$ cat config.mk
export PLATFORM = sky130hd
export DESIGN_NAME = chw_step_div
export DESIGN_NICKNAME = d
export VERILOG_FILES = /design/src/rtl/chw_pkg.sv /design/src/rtl/chw_step_div.sv
export SDC_FILE = /design/constraint.sdc
export NUM_CORES = 1
export LEC_CHECK = 0
export ABC_AREA = 1
export BUFFER_PORTS_ARGS = -buffer_cell sky130_fd_sc_hd__buf_2
export CELL_PAD_IN_SITES_DETAIL_PLACEMENT = 0
export CELL_PAD_IN_SITES_GLOBAL_PLACEMENT = 1
export CORE_MARGIN = 2
export CORE_UTILIZATION = 41
export DETAILED_ROUTE_END_ITERATION = 16
export PLACE_DENSITY = 0.76
export REMOVE_ABC_BUFFERS = 1
export SYNTH_ARGS = -nofsm -noshare
export SYNTH_HDL_FRONTEND = slang
export SYNTH_SLANG_ARGS = --single-unit
$ cat constraint.sdc
create_clock -name clock -period 2.2 [get_ports clock]
set_input_delay 0 -clock clock [delete_from_list [all_inputs] [get_ports clock]]
set_output_delay 0 -clock clock [all_outputs]
set_load 0.1 [all_outputs]
$ cat src/rtl/chw_pkg.sv
package chw_pkg;

   // sample format
   localparam int SAMPLE_BITS = 24;
   localparam int FRAC_BITS   = SAMPLE_BITS - 1;

   // register widths
   localparam int DRIVE_W  = 17;
   localparam int THRESH_W = 23;
   localparam int GAIN_W   = 16;
   localparam int BLEN_W   = 13;
   localparam int POS_W    = 12;
   localparam int RAMP_W   = 32;

   localparam int MAX_BLOCK = 4096;

   // lane datapath widths
   localparam int ACC_W    = 25;   // sq, cube, drive product
   localparam int VAL_W    = 26;   // stage values and the blended sum
   localparam int MUL_A_W  = 27;
   localparam int MUL_B_W  = 24;
   localparam int PROD_W   = MUL_A_W + MUL_B_W;

   // floor(v/3) = (v * (2^25+1)/3) >> 25, exact for v < 2^25
   localparam int RECIP_SHIFT = 25;
   localparam logic [MUL_B_W-1:0] RECIP_THIRD = 24'd11184811;

   // lane sequence steps
   localparam int STEP_W = 4;
   localparam logic [STEP_W-1:0] STEP_SQ_A   = 4'd0;
   localparam logic [STEP_W-1:0] STEP_CU_A   = 4'd1;
   localparam logic [STEP_W-1:0] STEP_TM_A   = 4'd2;
   localparam logic [STEP_W-1:0] STEP_TH_A   = 4'd3;
   localparam logic [STEP_W-1:0] STEP_SQ_B   = 4'd4;
   localparam logic [STEP_W-1:0] STEP_CU_B   = 4'd5;
   localparam logic [STEP_W-1:0] STEP_TM_B   = 4'd6;
   localparam logic [STEP_W-1:0] STEP_TH_B   = 4'd7;
   localparam logic [STEP_W-1:0] STEP_SUM    = 4'd8;
   localparam logic [STEP_W-1:0] STEP_GAIN   = 4'd9;
   localparam logic [STEP_W-1:0] STEP_LAST   = STEP_GAIN;

   // configuration port
   localparam int CSR_INDEX_W = 8;
   localparam int CSR_DATA_W  = 23;
   localparam logic [CSR_INDEX_W-1:0] CSR_DRIVE_FIRST    = 8'd0;
   localparam logic [CSR_INDEX_W-1:0] CSR_DRIVE_SECOND   = 8'd1;
   localparam logic [CSR_INDEX_W-1:0] CSR_CLIP_THRESHOLD = 8'd2;
   localparam logic [CSR_INDEX_W-1:0] CSR_OUTPUT_GAIN    = 8'd3;
   localparam logic [CSR_INDEX_W-1:0] CSR_BLOCK_LENGTH   = 8'd4;

   localparam logic [DRIVE_W-1:0]  DRIVE_RESET  = 17'd45875;
   localparam logic [THRESH_W-1:0] THRESH_RESET = 23'd4194304;
   localparam logic [GAIN_W-1:0]   GAIN_RESET   = 16'd32768;
   localparam logic [BLEN_W-1:0]   BLEN_RESET   = 13'd512;

   typedef struct packed {
      logic              load;
      logic              run;
      logic [STEP_W-1:0] step;
   } chw_lane_ctl_type;

   typedef struct packed {
      logic [DRIVE_W-1:0]  drive_first;
      logic [DRIVE_W-1:0]  drive_second;
      logic [THRESH_W-1:0] clip_threshold;
   } chw_shape_cfg_type;

   typedef struct packed {
      logic              start;
      logic              neg;
      logic [GAIN_W-1:0] mag;
      logic [BLEN_W-1:0] len;
   } chw_div_req_type;

   typedef struct packed {
      logic busy;
      logic done;
   } chw_div_stat_type;

endpackage

$ cat src/rtl/chw_step_div.sv
// Ramp step: (mag * 65536) / len, truncated, sign applied after. One quotient bit per cycle.
module chw_step_div
   import chw_pkg::*;
(
   input  logic              clock,
   input  logic              reset,
   input  chw_div_req_type   req,
   output chw_div_stat_type  stat,
   output logic [RAMP_W-1:0] step
);

   localparam int CNT_W = $clog2(RAMP_W);

   logic              busy_ff;
   logic              done_ff;
   logic [CNT_W-1:0]  cnt_ff;
   logic [BLEN_W-1:0] rem_ff, rem_in;
   logic [RAMP_W-1:0] num_ff;
   logic [BLEN_W-1:0] len_ff;
   logic              neg_ff;
   logic [BLEN_W:0]   trial;
   logic              ge;

   assign trial  = {rem_ff, num_ff[RAMP_W-1]};
   assign ge     = trial >= {1'b0, len_ff};
   assign rem_in = ge ? BLEN_W'(trial - {1'b0, len_ff}) : trial[BLEN_W-1:0];

   always_ff @(posedge clock) begin
      if (reset) begin
         busy_ff <= 1'b0;
         done_ff <= 1'b0;
         cnt_ff  <= '0;
      end else begin
         done_ff <= 1'b0;
         if (req.start) begin
            busy_ff <= 1'b1;
            cnt_ff  <= '0;
         end else if (busy_ff) begin
            cnt_ff <= cnt_ff + CNT_W'(1);
            if (cnt_ff == CNT_W'(RAMP_W - 1)) begin
               busy_ff <= 1'b0;
               done_ff <= 1'b1;
            end
         end
      end
   end

   always_ff @(posedge clock) begin
      if (req.start) begin
         rem_ff <= '0;
         num_ff <= {req.mag, 16'h0000};
         len_ff <= req.len;
         neg_ff <= req.neg;
      end else if (busy_ff) begin
         rem_ff <= rem_in;
         num_ff <= {num_ff[RAMP_W-2:0], ge};
      end
   end

   assign stat.busy = busy_ff;
   assign stat.done = done_ff;
   assign step      = neg_ff ? RAMP_W'(-num_ff) : num_ff;

endmodule

-- Word-level counts from Yosys, hierarchy flattened
Cells that the tools add are included.
- $add $sub $neg: 3
- $mul: 0
- div/mod/pow operators: 0
- $lt $le $gt $ge: 1
- eq/ne operators: 1
- shift-type cells: 0
- muxes and demuxes: 8
- bitwise operators: 1
- reduce and logical (&&, ||, !) cells: 3
- operators with widths (kind ; count):
    $mux 32 ; 3
    $neg 32->32 ; 1
    $ge 14x13->1 ; 1
    $mux 13 ; 1
    $sub 13x13->13 ; 1
    $add 5x1->5 const B ; 1
    $eq 5x5->1 const B ; 1
    $mux 1 ; 4
    $reduce_or 3->1 ; 1
    $reduce_bool 2->1 ; 1
    $reduce_or 2->1 ; 1
    $not 1->1 ; 1
- register bits: 66
- latch bits: 0
- RAM bits: 0
- bits in read-only memories: 0
- bits of input ports: 33
- output and inout port bits: 34
- word-level logic and storage cells: 25
- memories kept: 0

-- Longest topological paths before layout
- word-level depth: 4
- depth in mapped cells: 12
- gate-level depth less buffers: 12

-- Worst setup path before layout
No wires, ideal clock.
- path type: register -> output
- from: register neg_ff
- to: output step[1]
- arrival time: 2.965 ns
- data required time: 2.200 ns
- path slack: -0.765 ns
- cell stages (with the launch flop): 4
- buffers on the path: 2
- cell sequence: edfxtp_1 -> clkbuf_1 -> clkbuf_1 -> o21ai_0
- cells in the longest elaborated chain, start to end: 1
- ends and longest elaborated chain (item ; line ; text):
    start, declared ; chw_step_div.sv:20 ; logic neg_ff;
    start signal, assigned ; chw_step_div.sv:53 ; neg_ff <= req.neg;
    $mux 32 ; chw_step_div.sv:62 ; assign step = neg_ff ? RAMP_W'(-num_ff) : num_ff;
    end, declared ; chw_step_div.sv:9 ; output logic [RAMP_W-1:0] step
Every way passes these cells.

-- Final worst setup path
- from: register num_ff[0]
- to: output step[29]
- cells in the longest elaborated chain, start to end: 2
- ends and longest elaborated chain (item ; line ; text):
    start, declared ; chw_step_div.sv:18 ; logic [RAMP_W-1:0] num_ff;
    start signal, assigned ; chw_step_div.sv:51 ; num_ff <= {req.mag, 16'h0000};
    start signal, assigned ; chw_step_div.sv:56 ; num_ff <= {num_ff[RAMP_W-2:0], ge};
    $neg 32->32 ; chw_step_div.sv:62 ;
    $mux 32 ; chw_step_div.sv:62 ;
Every way passes these cells.

==> reports/results.tsv <==
stage	metric	value	unit
final_layout	area grow syn2layout	32.8	%
final_layout	post-layout instance area	5730	um2
place	placed insts	802	
yosys	area of the mapped netlist	4310	um2
detailed_routing	WL final	11100	um
place	post-DP HPWL	8470	um
worst_setup_path	Worst Path Required	2200	ps
run_status	run status	completed	
power	PwrDens	653	nW/um2
worst_setup_path	CP peak stage delay	450	ps
power	combinational power share	0.259	
yosys	flops & latches, synth	66	
timing	RSZ-0062 raised after global routing	yes	
power	Reg power frac	0.370	
place	post-place instance area	4980	um2
timing	fin crit share	0.938	
detailed_routing	Via density	4.84	
worst_setup_path	Crit Path Max Fanout	4	
timing	final setup violation count	0	
worst_setup_path	Crit path max-delay family	simple AND/OR/NAND/NOR gates	
detailed_routing	routed vias	4120	
worst_setup_path	Crit Path Class	register to output pin	
clock_network	H-tree Lvls	3	
detailed_routing	Initial DRT Pass Iterations	4	
yosys	XOR/XNOR share of the synthesized area	0.0589	
place	dpl ws	156	ps
yosys	Unique masters post-synth	36	
flow_run	Max Cap Violations	0	
timing	Final WS setup	137	ps
grt	initial antenna violation count	0	
yosys	Mapped Cells	609	
timing	Worst Tran Pin Value	632	ps
timing	setup TNS	0	ps
final_layout	Final nets	760	
hold_path	Worst Hold Class	input pin to register	
timing	Slew Viols, Final	0	
timing	Final Hold Vio Count	0	
grt	vias in the first global route	3985	
final_layout	layout cells sized above 1	0.201	
power	leakage power	2.87	nW
clock_network	CTS tree	yes	
worst_setup_path	CP bufs+invs	2	
final_layout	Layout Utilization	0.557	
yosys	number of warnings issued by yosys	0	
power	internal cell power	2.55	mW
floorplan	DIE AREA	11400	um2
floorplan	Die Wd	107	um
clock_network	Clock Path Buffers	2	
floorplan	number of top-level pins	67	
final_layout	n_diodes	0	
detailed_routing	Residual DRC	0	
yosys	Synth area leaders	edfxtp_1 (21%), dfxtp_1 (17%), nand2_1 (16%), inv_1 (8.6%), nand3_1 (5.2%)	
floorplan	Initial Utilization	0.420	
worst_setup_path	slowest library cell on the worst path	buf_2	
place	Final GP Congestion	0.857	
grt	GRT Total Usage	0.205	
place	number of port buffers	66	
yosys	sequential area share after synthesis	0.376	
floorplan	core area	10300	um2
clock_network	root buffer cell	clkbuf_8	
timing	clock skew	5.58	ps
detailed_routing	Post-DRT Antenna Nets	0	
yosys	multiplexer share of the synthesized area	0	
yosys	dominant cell type by area after synthesis	edfxtp_1	
worst_setup_path	CP Launch Type	register	
timing	slew margin rel.	0.578	
detailed_routing	wire per inst	13.0	um
clock_network	Worst-Skew Late Latency	340	ps
yosys	Synth Area in Compound Gates	0.0740	
yosys	syn_area_per_cell	7.08	um2
worst_setup_path	cells along the critical path	inv_2 > nand3_4 > nor3_4 > nand3_1 > nand2_1 > nand2_1 > xor2_1 > buf_2	
floorplan	Row Count	37	
yosys	post-synthesis adder-cell area fraction	0.0511	
grt	largest net degree at the start of global routing	24	
timing	fin crit period	2060	ps
clock_network	Clock Sinks	66	
worst_setup_path	critical path arrival	2060	ps
power	Psw	1.19	mW
power	clock power share	0.372	
clock_network	CTS clk-pin slew, worst paths	70	ps
worst_setup_path	Most common cell on crit path	nand2_1	
yosys	top cell type's share of synthesized area	0.209	
final_layout	fin cells	851	
yosys	Post-Synth Simple-Gate Area	0.325	
grt	first-pass GRT wire length	18500	um
power	Worst VDD drop	446	uV
grt	grt total ovfl	0	
clock_network	Num CTS Buffers	9	
yosys	largest family of logic cells by synthesized area	simple AND/OR/NAND/NOR gates	
timing	maximum clock frequency	485	MHz
detailed_routing	initial DRC count	147	
power	Sw Ratio	0.319	
floorplan	Die Height	107	um
worst_setup_path	critical path endpoint category	output pin	
-- synth_stat cells (all sizes together) --
| master | n |
|---|---|
| nor3b | 1 |
| o31ai | 1 |
| clkbuf | 8 |
| nor2 | 44 |
| a31oi | 1 |
| nand4 | 20 |
| dfxtp | 36 |
| xnor2 | 5 |
| fa | 1 |
| edfxtp | 30 |
| clkinv | 1 |
| o21bai | 1 |
| nand3 | 51 |
| nor3 | 11 |
| a21oi | 8 |
| ha | 16 |
| xor2 | 24 |
| buf | 11 |
| inv | 104 |
| o22ai | 15 |
| nor4 | 1 |
| and2 | 1 |
| nand2 | 183 |
| o21ai | 32 |
| nand3b | 3 |
-- path summary, 6_finish.rpt --
path / to / slack (ps) / depth (start not counted) / startpoint
worst max-delay path: step[29] / 140 / 8 / num_ff[0]
worst min-delay path: num_ff[31] / 10 / 3 / req[28]
worst max register to register: rem_ff[2] / 180 / 11 / num_ff[31]
worst min register to register: cnt_ff[4] / 470 / 2 / cnt_ff[4]
-- state kept, by name, indices dropped and copies added (netlist names) --
signal / count
num_ff: 32
len_ff: 13
rem_ff: 13
cnt_ff: 5
busy_ff: 1
done_ff: 1
neg_ff: 1
-- metrics by stage --
stage / power, mW / hold slack, ps
global placement: 2.31 / 178
global route: 3.90 / 32.8
detailed placement: 2.31 / 179
floorplan: 2.03 / 72.4
CTS: 3.76 / 2.73
finish: 3.74 / 10.5
-- cells in the final DEF (no fill, tap or decap), types with 2 or more instances in the layout --
| cell type | n |
|---|---|
| o21ai_1 | 8 |
| dlygate4sd3_1 | 30 |
| inv_1 | 93 |
| clkbuf_4 | 2 |
| nand3_4 | 3 |
| buf_12 | 11 |
| buf_4 | 13 |
| nand3_2 | 9 |
| bufinv_16 | 4 |
| inv_2 | 11 |
| clkbuf_8 | 10 |
| o21ai_0 | 22 |
| xor2_1 | 23 |
| edfxtp_1 | 30 |
| buf_6 | 2 |
| nor3_1 | 9 |
| ha_1 | 15 |
| nand2_2 | 4 |
| buf_2 | 48 |
| clkinv_4 | 2 |
| a21oi_1 | 7 |
| o21ai_2 | 2 |
| nand3b_1 | 3 |
| nor2_1 | 31 |
| xnor2_1 | 5 |
| nor2_2 | 11 |
| nand4_1 | 20 |
| nand3_1 | 40 |
| nor2_4 | 2 |
| dfxtp_1 | 35 |
| o22ai_1 | 15 |
| clkbuf_16 | 2 |
| nand2_1 | 178 |
-- power by group through the flow --
stage	registers [mW]	clock network [mW]	logic (mW)
5_1_grt	1.39	1.47	1.03
6_report	1.38	1.39	0.967
3_5_place_dp	1.41	0	0.902
3_3_place_gp	1.41	0	0.906
4_1_cts	1.38	1.42	0.951
2_1_floorplan	1.41	0	0.614
-- routing by layer --
layer / vias up / GRT usage / wire length (um)
met1: 1882 / 0.248 / 4930
li1: 2159 / - / -
met5: - / 0 / 0
met2: 68 / 0.376 / 5680
met3: 11 / 0.0264 / 348
met4: 0 / 0.0612 / 137
-- kinds of logic after synthesis --
| family | count (synthesis) |
|---|---|
| and+or+nand+nor | 315 |
| buffers and inverters | 124 |
| DFF | 66 |
| AOI/OAI and AO/OA | 58 |
| xor gates and xnor gates | 29 |
| adders and majority gates | 17 |
-- timing repair --
action | CTS | global route
cloned | 0 | 1
hold buffers | 30 | 0
buffers inserted | 0 | 2
endpoints found under the hold margin | 35 | 0
resized for setup | 3 | 39
pin swaps | 0 | 9
endpoints found under the setup margin | 3 | 23
-- worst min-delay path: stages --
cell	delay [ps]
buf_2	80
nand2_1	60
o21ai_0	90
-- layout make-up --
type	count	area (um2)
well taps	136	170
repair buffers	108	946
clock buffers	10	138
flip-flops and latches	66	1620
fillers	984	4550
clock inverters	6	138
multi-input cells	420	2320
inverters	105	394
No activity file was read; power rests on OpenSTA's default activity.
